## config.mk

```make
export PLATFORM = sky130hd
export DESIGN_NAME = cartridge_bank_mapper_with_irq_counter
export DESIGN_NICKNAME = d
export VERILOG_FILES = /design/src/cbm_pkg.sv /design/src/cbm_apb_regs.sv /design/src/cbm_in_stage.sv /design/src/cbm_engine.sv /design/src/cartridge_bank_mapper_with_irq_counter.sv
export SDC_FILE = /design/constraint.sdc
export NUM_CORES = 1
export LEC_CHECK = 0
export BUFFER_PORTS_ARGS = -buffer_cell sky130_fd_sc_hd__buf_4
export CAP_MARGIN = 5
export CORE_MARGIN = 8
export CORE_UTILIZATION = 33
export DETAILED_ROUTE_END_ITERATION = 7
export MAX_ROUTING_LAYER = met4
export PLACE_DENSITY = 0.52
export SLEW_MARGIN = 10
export SYNTH_ARGS = -nofsm -noshare
export SYNTH_HDL_FRONTEND = slang
export SYNTH_HIERARCHICAL = 1
export SYNTH_SLANG_ARGS = --single-unit
```

## constraint.sdc

```tcl
create_clock -name aclk -period 4.11 [get_ports aclk]
set_clock_uncertainty 0.1 [all_clocks]
set_input_delay 0.2055 -clock aclk [delete_from_list [all_inputs] [get_ports aclk]]
set_output_delay 0.2055 -clock aclk [all_outputs]
set_load 0.01 [all_outputs]
```

## src/cbm_pkg.sv

```systemverilog
// Shared types, register codes and helpers for the cartridge bank mapper.
`default_nettype none

package cbm_pkg;

    // Request kinds
    typedef enum logic [1:0] {
        ACT_TICK      = 2'd0,
        ACT_WRITE     = 2'd1,
        ACT_PRG_XLATE = 2'd2,
        ACT_PAT_XLATE = 2'd3
    } action_t;

    // Mapper register numbers (low four write address bits)
    localparam logic [3:0] REG_PAT_FIRST = 4'd0;
    localparam logic [3:0] REG_PAT_LAST  = 4'd7;
    localparam logic [3:0] REG_PRG_BANK  = 4'd8;
    localparam logic [3:0] REG_MIRROR    = 4'd9;
    localparam logic [3:0] REG_IRQ_CTRL  = 4'd10;
    localparam logic [3:0] REG_CNT_LO    = 4'd11;
    localparam logic [3:0] REG_CNT_HI    = 4'd12;

    // Configuration register numbers
    localparam logic CFG_AND_MASK = 1'b0;
    localparam logic CFG_OR_BITS  = 1'b1;

    localparam logic [7:0] BANK_MASK_RESET = 8'hFF;
    localparam logic [7:0] BANK_OR_RESET   = 8'h00;
    localparam logic [7:0] FIXED_PRG_BANK  = 8'hFF;

    typedef struct packed {
        action_t     action;
        logic [3:0]  reg_index;
        logic [7:0]  write_value;
        logic [14:0] cpu_offset;
        logic [12:0] ppu_offset;
    } item_t;

    typedef struct packed {
        logic        irq_line;
        logic [21:0] mapped_addr;
        logic [1:0]  mirror_mode;
    } result_t;

    typedef struct packed {
        logic [7:0] and_mask;
        logic [7:0] or_bits;
    } bank_cfg_t;

    // Mask a bank number, then force the configured bits on
    function automatic logic [7:0] map_bank(input logic [7:0] bank, input bank_cfg_t cfg);
        map_bank = (bank & cfg.and_mask) | cfg.or_bits;
    endfunction

endpackage

`default_nettype wire

```

## src/cbm_apb_regs.sv

```systemverilog
// APB configuration registers: bank mask and forced bank bits.
`default_nettype none

module cbm_apb_regs
    import cbm_pkg::*;
(
    input  wire logic        aclk,
    input  wire logic        aresetn,
    input  wire logic        psel,
    input  wire logic        penable,
    input  wire logic        pwrite,
    input  wire logic [2:0]  paddr,
    input  wire logic [31:0] pwdata,
    output logic [31:0]      prdata,
    output logic             pready,
    output bank_cfg_t        cfg
);

    logic [7:0] and_mask_reg;
    logic [7:0] or_bits_reg;
    logic       wr_en;
    logic       cfg_sel;

    assign pready  = 1'b1;
    assign wr_en   = psel && penable && pwrite;
    assign cfg_sel = paddr[2];

    // Write on the access phase
    always_ff @(posedge aclk) begin
        if (!aresetn) begin
            and_mask_reg <= BANK_MASK_RESET;
            or_bits_reg  <= BANK_OR_RESET;
        end else if (wr_en) begin
            if (cfg_sel == CFG_AND_MASK) begin
                and_mask_reg <= pwdata[7:0];
            end else begin
                or_bits_reg <= pwdata[7:0];
            end
        end
    end

    // Read back the selected register
    always_comb begin
        prdata = '0;
        if (cfg_sel == CFG_AND_MASK) begin
            prdata[7:0] = and_mask_reg;
        end else begin
            prdata[7:0] = or_bits_reg;
        end
    end

    assign cfg.and_mask = and_mask_reg;
    assign cfg.or_bits  = or_bits_reg;

    // Unused low address bits select nothing
    logic unused_addr;
    assign unused_addr = ^paddr[1:0] ^ ^pwdata[31:8];

endmodule

`default_nettype wire

```

## src/cbm_in_stage.sv

```systemverilog
// Input register stage: holds one request until the engine takes it.
`default_nettype none

module cbm_in_stage
    import cbm_pkg::*;
(
    input  wire logic aclk,
    input  wire logic aresetn,
    input  wire logic in_valid,
    output logic      in_ready,
    input  item_t     in_item,
    output logic      held_valid,
    input  wire logic held_take,
    output item_t     held_item
);

    logic  valid_reg;
    logic  valid_next;
    item_t item_reg;

    assign in_ready   = !valid_reg || held_take;
    assign valid_next = (in_valid && in_ready) || (valid_reg && !held_take);

    // Track occupancy
    always_ff @(posedge aclk) begin
        if (!aresetn) begin
            valid_reg <= 1'b0;
        end else begin
            valid_reg <= valid_next;
        end
    end

    // Capture the request payload
    always_ff @(posedge aclk) begin
        if (in_valid && in_ready) begin
            item_reg <= in_item;
        end
    end

    assign held_valid = valid_reg;
    assign held_item  = item_reg;

endmodule

`default_nettype wire

```

## src/cbm_engine.sv

```systemverilog
// Mapper state, register decode, interrupt counter and address translation.
`default_nettype none

module cbm_engine
    import cbm_pkg::*;
(
    input  wire logic aclk,
    input  wire logic aresetn,
    input  wire logic fire,
    input  item_t     item,
    input  bank_cfg_t cfg,
    output result_t   result
);

    logic [7:0]  pat_bank_reg [8];
    logic [7:0]  pat_bank_next [8];
    logic [7:0]  prg_bank_reg;
    logic [7:0]  prg_bank_next;
    logic [1:0]  mirror_reg;
    logic [1:0]  mirror_next;
    logic [15:0] counter_reg;
    logic [15:0] counter_next;
    logic [15:0] counter_dec;
    logic        irq_en_reg;
    logic        irq_en_next;
    logic        irq_reg;
    logic        irq_next;
    logic [7:0]  prg_sel;
    logic [7:0]  pat_sel;
    logic [21:0] addr;

    assign counter_dec = counter_reg - 16'd1;

    // Next state for one request
    always_comb begin
        pat_bank_next = pat_bank_reg;
        prg_bank_next = prg_bank_reg;
        mirror_next   = mirror_reg;
        counter_next  = counter_reg;
        irq_en_next   = irq_en_reg;
        irq_next      = irq_reg;
        case (item.action)
            ACT_TICK: begin
                if (irq_en_reg) begin
                    counter_next = counter_dec;
                    if (counter_dec == 16'd0) begin
                        irq_next = 1'b1;
                    end
                end
            end
            ACT_WRITE: begin
                case (item.reg_index) inside
                    [REG_PAT_FIRST:REG_PAT_LAST]: begin
                        pat_bank_next[item.reg_index[2:0]] = item.write_value;
                    end
                    REG_PRG_BANK: prg_bank_next = item.write_value;
                    REG_MIRROR:   mirror_next = item.write_value[1:0];
                    REG_IRQ_CTRL: begin
                        irq_en_next = item.write_value[0];
                        irq_next    = item.write_value[0] && (counter_reg == 16'd0);
                    end
                    REG_CNT_LO:   counter_next = {counter_reg[15:8], item.write_value};
                    REG_CNT_HI:   counter_next = {item.write_value, counter_reg[7:0]};
                    default: begin
                    end
                endcase
            end
            default: begin
            end
        endcase
    end

    // Translate program and pattern addresses
    always_comb begin
        prg_sel = map_bank(item.cpu_offset[14] ? FIXED_PRG_BANK : prg_bank_reg, cfg);
        pat_sel = map_bank(pat_bank_reg[item.ppu_offset[12:10]], cfg);
        case (item.action)
            ACT_PRG_XLATE: addr = {prg_sel, item.cpu_offset[13:0]};
            ACT_PAT_XLATE: addr = {4'd0, pat_sel, item.ppu_offset[9:0]};
            default:       addr = '0;
        endcase
    end

    assign result.irq_line    = irq_next;
    assign result.mapped_addr = addr;
    assign result.mirror_mode = mirror_next;

    // Commit state when the request moves on
    always_ff @(posedge aclk) begin
        if (!aresetn) begin
            for (int i = 0; i < 8; i++) begin
                pat_bank_reg[i] <= 8'(i);
            end
            prg_bank_reg <= '0;
            mirror_reg   <= '0;
            counter_reg  <= '0;
            irq_en_reg   <= 1'b0;
            irq_reg      <= 1'b0;
        end else if (fire) begin
            pat_bank_reg <= pat_bank_next;
            prg_bank_reg <= prg_bank_next;
            mirror_reg   <= mirror_next;
            counter_reg  <= counter_next;
            irq_en_reg   <= irq_en_next;
            irq_reg      <= irq_next;
        end
    end

endmodule

`default_nettype wire

```

## src/cartridge_bank_mapper_with_irq_counter.sv

```systemverilog
// Top level of the cartridge bank mapper with interrupt counter.
// Each request (tick, register write, program or pattern translate) yields
// exactly one result. Requests flow through an input register and a result
// register with the mapper logic between them: a new request is taken every
// clock unless a full result register is stalled by m_ready, and a result is
// presented from the result register. Throughput is one request per cycle
// when the result side does not stall; state update and translation are done
// combinationally between the two registers. Configure bank_and_mask
// (0x0) and bank_or_bits (0x4) over APB only while no request is in flight.
`default_nettype none

module cartridge_bank_mapper_with_irq_counter
    import cbm_pkg::*;
(
    input  wire logic        aclk,
    input  wire logic        aresetn,
    // APB configuration
    input  wire logic        psel,
    input  wire logic        penable,
    input  wire logic        pwrite,
    input  wire logic [2:0]  paddr,
    input  wire logic [31:0] pwdata,
    output logic [31:0]      prdata,
    output logic             pready,
    // Request channel
    input  wire logic        s_valid,
    output logic             s_ready,
    input  wire logic [1:0]  s_action,
    input  wire logic [3:0]  s_reg_index,
    input  wire logic [7:0]  s_write_value,
    input  wire logic [14:0] s_cpu_offset,
    input  wire logic [12:0] s_ppu_offset,
    // Result channel
    output logic             m_valid,
    input  wire logic        m_ready,
    output logic             m_irq_line,
    output logic [21:0]      m_mapped_addr,
    output logic [1:0]       m_mirror_mode
);

    bank_cfg_t cfg;
    item_t     s_item;
    item_t     held_item;
    logic      held_valid;
    logic      advance;
    result_t   result;
    result_t   out_reg;
    logic      out_valid_reg;
    logic      out_valid_next;

    cbm_apb_regs u_regs (
        .aclk    (aclk),
        .aresetn (aresetn),
        .psel    (psel),
        .penable (penable),
        .pwrite  (pwrite),
        .paddr   (paddr),
        .pwdata  (pwdata),
        .prdata  (prdata),
        .pready  (pready),
        .cfg     (cfg)
    );

    assign s_item.action      = action_t'(s_action);
    assign s_item.reg_index   = s_reg_index;
    assign s_item.write_value = s_write_value;
    assign s_item.cpu_offset  = s_cpu_offset;
    assign s_item.ppu_offset  = s_ppu_offset;

    cbm_in_stage u_in (
        .aclk       (aclk),
        .aresetn    (aresetn),
        .in_valid   (s_valid),
        .in_ready   (s_ready),
        .in_item    (s_item),
        .held_valid (held_valid),
        .held_take  (advance),
        .held_item  (held_item)
    );

    // Move the held request into the result register when it has room
    assign advance = held_valid && (!out_valid_reg || m_ready);

    cbm_engine u_engine (
        .aclk    (aclk),
        .aresetn (aresetn),
        .fire    (advance),
        .item    (held_item),
        .cfg     (cfg),
        .result  (result)
    );

    assign out_valid_next = advance || (out_valid_reg && !m_ready);

    // Result register occupancy
    always_ff @(posedge aclk) begin
        if (!aresetn) begin
            out_valid_reg <= 1'b0;
        end else begin
            out_valid_reg <= out_valid_next;
        end
    end

    // Result payload
    always_ff @(posedge aclk) begin
        if (advance) begin
            out_reg <= result;
        end
    end

    assign m_valid       = out_valid_reg;
    assign m_irq_line    = out_reg.irq_line;
    assign m_mapped_addr = out_reg.mapped_addr;
    assign m_mirror_mode = out_reg.mirror_mode;

endmodule

`default_nettype wire

```

**After elaboration in Yosys (flattened, before gate mapping)**

Index checks and enable logic that the tools add are counted.

- Add/sub/neg operators: 1
- Order comparisons: 5
- Equal/unequal tests: 16
- Mux-type cells: 28
- Bitwise operators: 10
- Reductions and logical operators: 28

Operators by type and width:

| kind | number |
|---|---|
| 2-to-1 mux 16 bit | 7 |
| bitwise mux 64 bit | 1 |
| one-hot mux 22 bit (2 select lines) | 1 |
| 2-to-1 mux 8 bit | 5 |
| logical NOT 16 bit | 2 |
| one-hot mux 16 bit (2 select lines) | 1 |
| binary-select mux 8 bit (select 3 bit) | 1 |
| demux 8 bit (select 3 bit) | 1 |
| == test 4 bit (second input constant) | 5 |
| bitwise AND 8 bit | 2 |
| bitwise OR 8 bit | 2 |
| subtractor 16 x 1 -> 16 bit (second input constant) | 1 |
| inequality test 2 bit (second input constant) | 5 |
| logical AND 1 bit | 9 |
| AND reduction 9 bit | 1 |
| greater-or-equal comparator 4 bit (second input constant) | 2 |
| 2-to-1 mux 2 bit | 4 |
| inverter 3 -> 4 bit | 2 |
| AND reduction 8 bit | 1 |
| 2-to-1 mux 1 bit | 6 |
| inequality test 2 x 1 -> 1 bit (second input constant) | 3 |
| AND reduction 6 bit | 1 |
| == test 2 bit (second input constant) | 2 |
| greater-or-equal comparator 4 x 1 -> 1 bit (second input constant) | 1 |
| other kinds (12) | 22 |

- Register bits after elaboration: 177
- Bits of input ports: 84
- Output and inout bits: 60
- Word-level logic and storage cells: 114

**Depth between registers and ports, before layout**

Gate-level depths: netlist of the first run.

- Depth after elaboration: 8
- Mapped depth: 9
- Mapped depth without buffers: 7

**By module**

The synthesis of the first run kept the hierarchy.

Modules (own cells, without submodules):

| module | times used | cells each | area each (sq um) |
|---|---|---|---|
| cbm_engine | 1 | 549 | 5032.3 |
| cbm_in_stage | 1 | 47 | 1318.8 |
| cbm_apb_regs | 1 | 107 | 991.0 |
| cartridge_bank_mapper_with_irq_counter | 1 | 29 | 798.3 |

**Least setup slack after synthesis of the first run**

No wires, ideal clock.

- Kind: reg-to-reg
- Start: register out_valid_reg, in the netlist m_valid
- End: register u_engine/pat_bank_reg[63] (netlist name)
- Arrival: 3.281 ns
- Slack: 0.601 ns
- Cell stages (with the launch flop): 9
- Path buffers: 1
- Period minus slack after synthesis: 3.509 ns
- Cell sequence: dfxtp_1 > nor2b_4 > nor2b_1 > buf_2 > nand3b_1 > or3_1 > nor3_2 > mux2i_1 > nor2_1

- Longest elaborated chain between the ends: 4

RTL lines:

| what | RTL line | text |
|---|---|---|
| start: declaration | cartridge_bank_mapper_with_irq_counter.sv:48 | `logic out_valid_reg;` |
| start signal: assignment | cartridge_bank_mapper_with_irq_counter.sv:100 | `out_valid_reg <= out_valid_next;` |
| logical NOT 1 bit | cartridge_bank_mapper_with_irq_counter.sv:82 | `assign advance = held_valid && (!out_valid_reg \|\| m_ready);` |
| logical OR 1 bit | cartridge_bank_mapper_with_irq_counter.sv:82 |  |
| logical AND 1 bit | cartridge_bank_mapper_with_irq_counter.sv:82 |  |
| via advance | cartridge_bank_mapper_with_irq_counter.sv:45 | `logic advance;` |
| AND reduction 3 bit (no line) | - |  |
| end signal: indexed assignment | cbm_engine.sv:92 | `pat_bank_reg[i] <= 8'(i);` |
| end signal: assignment | cbm_engine.sv:100 | `pat_bank_reg <= pat_bank_next;` |
| end: declaration | cbm_engine.sv:15 | `logic [7:0] pat_bank_reg [8];` |

The timed path passes the listed nets, and every way through them passes these cells.
A chain may end at the register's enable or synchronous reset.

**Final worst setup path of the first run**

- Start: register u_engine.counter_reg[0]
- End: register u_engine.irq_reg

- Longest elaborated chain between the ends: 7
- Elaborated cells between the ends (all ways): 11
- Classes of those cells: 1 x add/sub; 7 x mux; 3 x reduce/logical

RTL lines:

| what | RTL line | text |
|---|---|---|
| start: declaration | cbm_engine.sv:21 | `logic [15:0] counter_reg;` |
| start signal: assignment | cbm_engine.sv:103 | `counter_reg <= counter_next;` |
| branches (longest 6 deep; another with subtractor 16 x 1 -> 16 bit) | - |  |
| one-hot mux 1 bit (2 select lines) * | cbm_engine.sv:42 | `case (item.action)` |
| end signal: assignment | cbm_engine.sv:105 | `irq_reg <= irq_next;` |
| end: declaration | cbm_engine.sv:26 | `logic irq_reg;` |

Every way passes the cells marked *.

==> out/results.tsv, run 1 <==
stage	metric	value	unit
clock_network	cts.clk_slew.worst_paths	70	ps
logic_synthesis	yosysSeqAreaShare	0.518	
sta	hold_viol	0	
placed_design	portBuffers	92	
pwr	ir_drop	240	uV
cells_and_area	finish.utilization	0.415	
clock_network	ctsResizeCount	0	
job	maxCapViolCount	0	
outcome	status	finished clean	
worst_setup_path	path_class	reg -> reg	
cells_and_area	area_growth	23.5	%
logic_synthesis	synth_edf_count	67	
worst_setup_path	cp_max_fo	11	
placed_design	dp_hpwl	13700	um
die	rows	57	
die	start_util	0.336	
drt	drtAntennaViolNets	0	
drt	vias	5707	
die	die_y	173	um
logic_synthesis	syn-mean-instance-area	11.1	sq um
clock_network	cts_max_level	4	
clock_network	numCtsBuffers	17	
worst_setup_path	arrival	2870	ps
placed_design	gp_congestion	0.776	
die	die_area	29900	sq um
clock_network	clk_latency	430	ps
die	fp.dieW	173	um
drt	avgViaCountPerCell	4.81	
logic_synthesis	netlist_instances	732	
logic_synthesis	synth.cell_area	8140	sq um
clock_network	cts_buffer_depth	2	
sta	fin_ws	1480	ps
sta	max_slew.worst_pin.slew	823	ps
drt	totalWireLength	20800	um
worst_setup_path	start_kind	flip-flop	
clock_network	cts-root-buf	clkbuf_16	
clock_network	cts_tree	built	
logic_synthesis	synth.area.mux_share	0.188	
cells_and_area	n_antenna_cell	0	
logic_synthesis	async_flop_share	0	
drt	drc	0	
drt	first_pass_iters	5	
global_route	grt_antenna_before_repair	0	
logic_synthesis	yosys.cell_types.count	70	
sta	period_share	0.639	
global_route	grt_usage	0.142	
sta	layout_min_cycle_time	2630	ps
sta	fmax	381	MHz
global_route	grt_pass1_vias	5722	
placed_design	dpl_worst_slack	1490	ps
pwr	total_leakage_power	0.00395	uW
sta	setup_viol	0	
global_route	overflow	0	
pwr	powerDensity	384	nW/um^2
cells_and_area	final_layout_size_suffix_gt1_frac	0.220	
logic_synthesis	yosys_warnings	6	
logic_synthesis	dominantRegCellSynth	dfxtp_1	
die	fp.coreArea	24200	sq um
global_route	grt_max_degree	57	
logic_synthesis	synth_compound_area_frac	0.0842	
logic_synthesis	synthAdderAreaFrac	0.00461	
sta	setup_tns	0	ps
worst_hold_path	hp-class	in -> reg	
sta	slew_violations	0	
clock_network	clock-sinks	177	
cells_and_area	nNetsFinal	936	
drt	drtIter0Drc	359	
sta	rsz0062_at_grt	no	
worst_setup_path	end_kind	flip-flop	
sta	maxSlewHeadroom	0.451	
logic_synthesis	synth_xor_area_frac	0.00646	
logic_synthesis	ys_seq_elements	177	
logic_synthesis	synthSimpleGateAreaFrac	0.138	
global_route	grt_pass1_wl	32600	um
worst_setup_path	cp_data_required_time	4360	ps
drt	wl_per_cell	17.6	um
cells_and_area	final.fill_count	2386	
logic_synthesis	synth_top_family_by_area	multiplexers	
die	io_pins	144	
cells_and_area	largest_register_ffs	64	
synthesized netlist by cell type (9+ instances only):
cell / count / share of area
nand2_1: 49 / 0.023
dfxtp_1: 110 / 0.27
edfxtp_1: 67 / 0.25
inv_1: 9 / 0.0041
o21ai_0: 22 / 0.014
clkbuf_1: 37 / 0.017
mux2_2: 18 / 0.025
mux2i_1: 97 / 0.12
mux4_2: 16 / 0.044
nor2_1: 73 / 0.034
buf_4: 26 / 0.024
a21oi_1: 40 / 0.025
nor2b_1: 34 / 0.026
path summary, 6_finish.rpt:
path,cells past startpoint,slack (ps),from,endpoint
max,7,1480,u_engine/counter_reg[0],u_engine/irq_reg
min,2,120,aresetn,u_engine/pat_bank_reg[26]
max reg2reg,7,1480,u_engine/counter_reg[0],u_engine/irq_reg
min reg2reg,2,360,u_engine/prg_bank_reg[7],u_engine/prg_bank_reg[7]
through the flow:
stage | instance area (sq um) | hold WS, ps | instances | total power [uW]
global route | 10100 | 148 | 1186 | 4010
global placement | 8960 | 284 | 1102 | 2260
detailed placement | 8960 | 285 | 1102 | 2260
floorplan | 8230 | 204 | 755 | 2140
finish | 10100 | 116 | 1186 | 3860
CTS | 10100 | 118 | 1186 | 3910
layer usage:
| metal | global-route usage | part of all wire | vias to the layer above |
|---|---|---|---|
| li1 | - | - | 2802 |
| met1 | 0.171 | 0.45 | 2760 |
| met2 | 0.239 | 0.51 | 129 |
| met3 | 0.0296 | 0.037 | 16 |
| met4 | 0.0334 | 0.0091 | 0 |
| met5 | - | 0 | - |
critical path, cell delays in order, from the launching register on:
cell	delay, ps
dfxtp_1	420
inv_1	120
ha_1	330
or3b_2	580
o31ai_4	210
nand4_1	150
or4_1	460
a31oi_1	170
cells by family (layout without fill, tap and decap cells):
family	count (synthesis)	in the layout
AND/OR/NAND/NOR	218	218
flip-flops	177	177
XOR/XNOR	6	6
AO/OA/AOI/OAI	106	106
buffers and inverters	89	196
multiplexers	131	131
adder cells (fa/ha/maj)	3	3
other	2	25
power by group:
part / switching, uW / internal [uW]
combinational: 161 / 163
sequential: 54.5 / 1880
clock: 713 / 888
total: 928 / 2930
cell type report:
cell class | count | area, sq um | area share
well taps | 324 | 405 | 0.0403
multi-input cells | 489 | 3530 | 0.351
inverters | 10 | 37.5 | 0.00373
clock inverters | 12 | 119 | 0.0118
repair buffers | 154 | 1290 | 0.128
clock buffers | 20 | 459 | 0.0457
flip-flops and latches | 177 | 4210 | 0.419
cells in the final DEF, fill, tap and decap left out, types with 4 or more instances in the layout:
| cell type | count |
|---|---|
| a211oi_1 | 4 |
| a21oi_1 | 40 |
| a31oi_1 | 8 |
| buf_4 | 102 |
| clkbuf_16 | 18 |
| conb_1 | 25 |
| dfxtp_1 | 110 |
| dlygate4sd3_1 | 52 |
| edfxtp_1 | 67 |
| inv_1 | 9 |
| inv_6 | 4 |
| mux2_2 | 18 |
| mux2i_1 | 97 |
| mux4_2 | 16 |
| nand2_1 | 49 |
| nand3_1 | 7 |
| nor2_1 | 73 |
| nor2b_1 | 33 |
| nor3_1 | 7 |
| o21a_1 | 7 |
| o21ai_0 | 22 |
| or3_1 | 4 |
| or4_1 | 6 |
| xnor2_1 | 5 |
what timing repair did:
item,4_1_cts,5_1_grt
setup endpoints to repair,0,0
endpoints found under the hold margin,60,0
hold buffers,52,0
setup buffers,0,0
Note: power is estimated with default switching activity, not from simulation.
==> run 2, diff against run 1 <==
- PLACE_DENSITY: 0.52 -> 0.54
- clock period: 4.11 -> 2.3 ns (I/O delays scaled with it)
==> out/results.tsv, run 2 (synthesis gave the netlist of run 1 again) <==
stage	metric	value	unit	change
pwr	p_int	5320	uW	+82%
worst_setup_path	path_class	reg -> reg		
die	die_area	29900	sq um	unchanged
drt	vias	5924		+3.8%
pwr	pwr-share-comb	0.090		+0.006
placed_design	dp_hpwl	14500	um	+5.8%
cells_and_area	final_area	10400	sq um	+3.8%
clock_network	numCtsBuffers	17		unchanged
worst_hold_path	hp-class	in -> reg		
clock_network	cts.clk_slew.worst_paths	70	ps	about the same
die	fp.dieW	173	um	unchanged
sta	slew_violations	0		unchanged
pwr	seq_power_share	0.487		-0.014
placed_design	portBuffers	92		unchanged
cells_and_area	n_antenna_cell	0		unchanged
worst_setup_path	cp_max_fo	9		-2
die	die_y	173	um	unchanged
pwr	powerDensity	677	nW/um^2	+76%
sta	fin_ws	87.9	ps	-1400 ps
worst_setup_path	reg2reg_depth	6		-1
drt	wl_per_cell	17.6	um	+0.12%
placed_design	placedCellCount	1138		+3.3%
clock_network	clk_latency	430	ps	about the same
worst_setup_path	start_kind	flip-flop		
cells_and_area	finish.utilization	0.431		+0.0159
drt	drc	0		unchanged
worst_hold_path	hold_depth	3		+1
placed_design	gp_congestion	0.850		+9.6%
die	io_pins	144		unchanged
cells_and_area	largest_register_ffs	64		unchanged
sta	rsz0062_at_grt	no		
drt	avgViaCountPerCell	4.85		+0.74%
die	start_util	0.336		unchanged
clock_network	post_cts_buffers	0		unchanged
job	maxCapViolCount	0		unchanged
clock_network	clock-sinks	177		unchanged
cells_and_area	nNetsFinal	972		+3.8%
drt	first_pass_iters	5		unchanged
pwr	ir_drop	527	uV	+120%
sta	fmax	452	MHz	+19%
outcome	status	finished clean		
drt	drtIter0Drc	348		-3.1%
sta	hold_viol	0		unchanged
cells_and_area	final_common_cell	buf_4		
pwr	p_total	7070	uW	+83%
pwr	clockPowerShare	0.423		+0.008
global_route	grt_usage	0.146		+0.00398
sta	setup_viol	0		unchanged
pwr	total_leakage_power	0.00417	uW	+5.5%
worst_setup_path	cp_data_required_time	2560	ps	-1800 ps
worst_setup_path	r2r_setup_slack	90	ps	-1400 ps
worst_setup_path	rr_endpoint	u_engine/irq_reg		
cells_and_area	area_growth	28.3	%	
worst_hold_path	holdPathEnd	u_engine/mirror_reg[1]		
die	rows	57		unchanged
clock_network	cts_max_level	4		unchanged
sta	period_share	0.962		+0.323
global_route	overflow	0		unchanged
drt	totalWireLength	21500	um	+3.2%
clock_network	cts_buffer_depth	2		unchanged
worst_setup_path	end_kind	flip-flop		
sta	layout_min_cycle_time	2210	ps	-414 ps
worst_setup_path	rr_startpoint	u_engine/counter_reg[0]		
pwr	p_switching	1740	uW	+88%
worst_setup_path	arrival	2470	ps	-400 ps
global_route	grt_antenna_before_repair	0		unchanged
global_route	grt_pass1_vias	5928		+3.6%
cells_and_area	mostFrequentLayoutCells	buf_4, dfxtp_1, mux2i_1		
global_route	grt_pass1_wl	33700	um	+3.4%
pwr	power.share.switching	0.246		+0.00600
global_route	grt_max_degree	56		-1.8%
placed_design	place_area	9300	sq um	+3.8%
sta	maxSlewHeadroom	0.558		+0.107
cells_and_area	layout.cells.non_filler	1222		+3.0%
worst_hold_path	worstHoldStart	aresetn		
sta	max_slew.worst_pin.slew	662	ps	-161 ps
cells_and_area	final_layout_size_suffix_gt1_frac	0.263		+0.0424
clock_network	cts_tree	built		
placed_design	dpl_worst_slack	32.9	ps	-1450 ps
drt	drtAntennaViolNets	0		unchanged
cells_and_area	final.fill_count	2346		-1.7%
die	fp.coreArea	24200	sq um	unchanged
clock_network	cts-root-buf	clkbuf_16		
==> run 2: changes by cell type in the layout (fill, tap and decap cells not counted), moves of 2 or more <==
| cell | delta |
|---|---|
| inv_4 | +2 |
| buf_4 | +33 |
| buf_12 | +3 |
| inv_6 | -2 |
| inv_8 | +2 |
==> run 2: layout make-up <==
class	instances	area [sq um]	share of cell area
clock buffer	17	425	0.0407
clock inverter	15	174	0.0167
multi-input combinational	489	3590	0.344
inverter	10	37.5	0.00360
tap	324	405	0.0388
sequential	177	4220	0.404
timing repair buffer	190	1590	0.153
==> run 2: worst max path at each step <==
stage                             from                   endpoint  slack, ps  cells past startpoint
2_1_floorplan                  m_valid  u_engine/pat_bank_reg[63]       -120                      8
3_3_place_gp   u_engine/counter_reg[0]                 m_irq_line        100                      7
3_5_place_dp   u_engine/counter_reg[0]           u_engine/irq_reg         30                      6
4_1_cts        u_engine/counter_reg[0]           u_engine/irq_reg          7                      6
5_1_grt        u_engine/counter_reg[0]           u_engine/irq_reg          7                      6
6_report       u_engine/counter_reg[0]           u_engine/irq_reg         90                      6
==> run 2: critical path: stages (launching register included) <==
cell and delay [ps]:
dfxtp_1 430, inv_2 90, ha_4 190, o41ai_1 480, nand4b_1 130, or4_1 550, a31oi_1 170
==> run 2: metal layers <==
layer  share of wire  GRT usage  vias to the layer above
met1            0.46      0.181                     2929
met2            0.50      0.240                      119
met5               0          -                        -
met4          0.0071     0.0363                        0
li1                -          -                     2866
met3           0.036     0.0290                       10
==> run 2: what timing repair did <==
item / 4_1_cts / 5_1_grt
hold buffers: 52 / 0
endpoints found under the hold margin: 60 / 0
resized for setup: 0 / 5
setup endpoints to repair: 0 / 4
==> run 2: per-stage QoR <==
step                TNS, ps  hold slack, ps
finish                    0             115
global route              0             144
CTS                       0             116
detailed placement        0             194
global placement          0             193
floorplan             -4170             114
==> run 2: power groups by stage <==
stage	logic (uW)	clock network (uW)	registers [uW]
after floorplan	348	0	3470
after global placement	560	0	3520
after detailed placement	563	0	3520
after CTS	639	3070	3450
after global routing	689	3190	3460
final	635	2990	3440
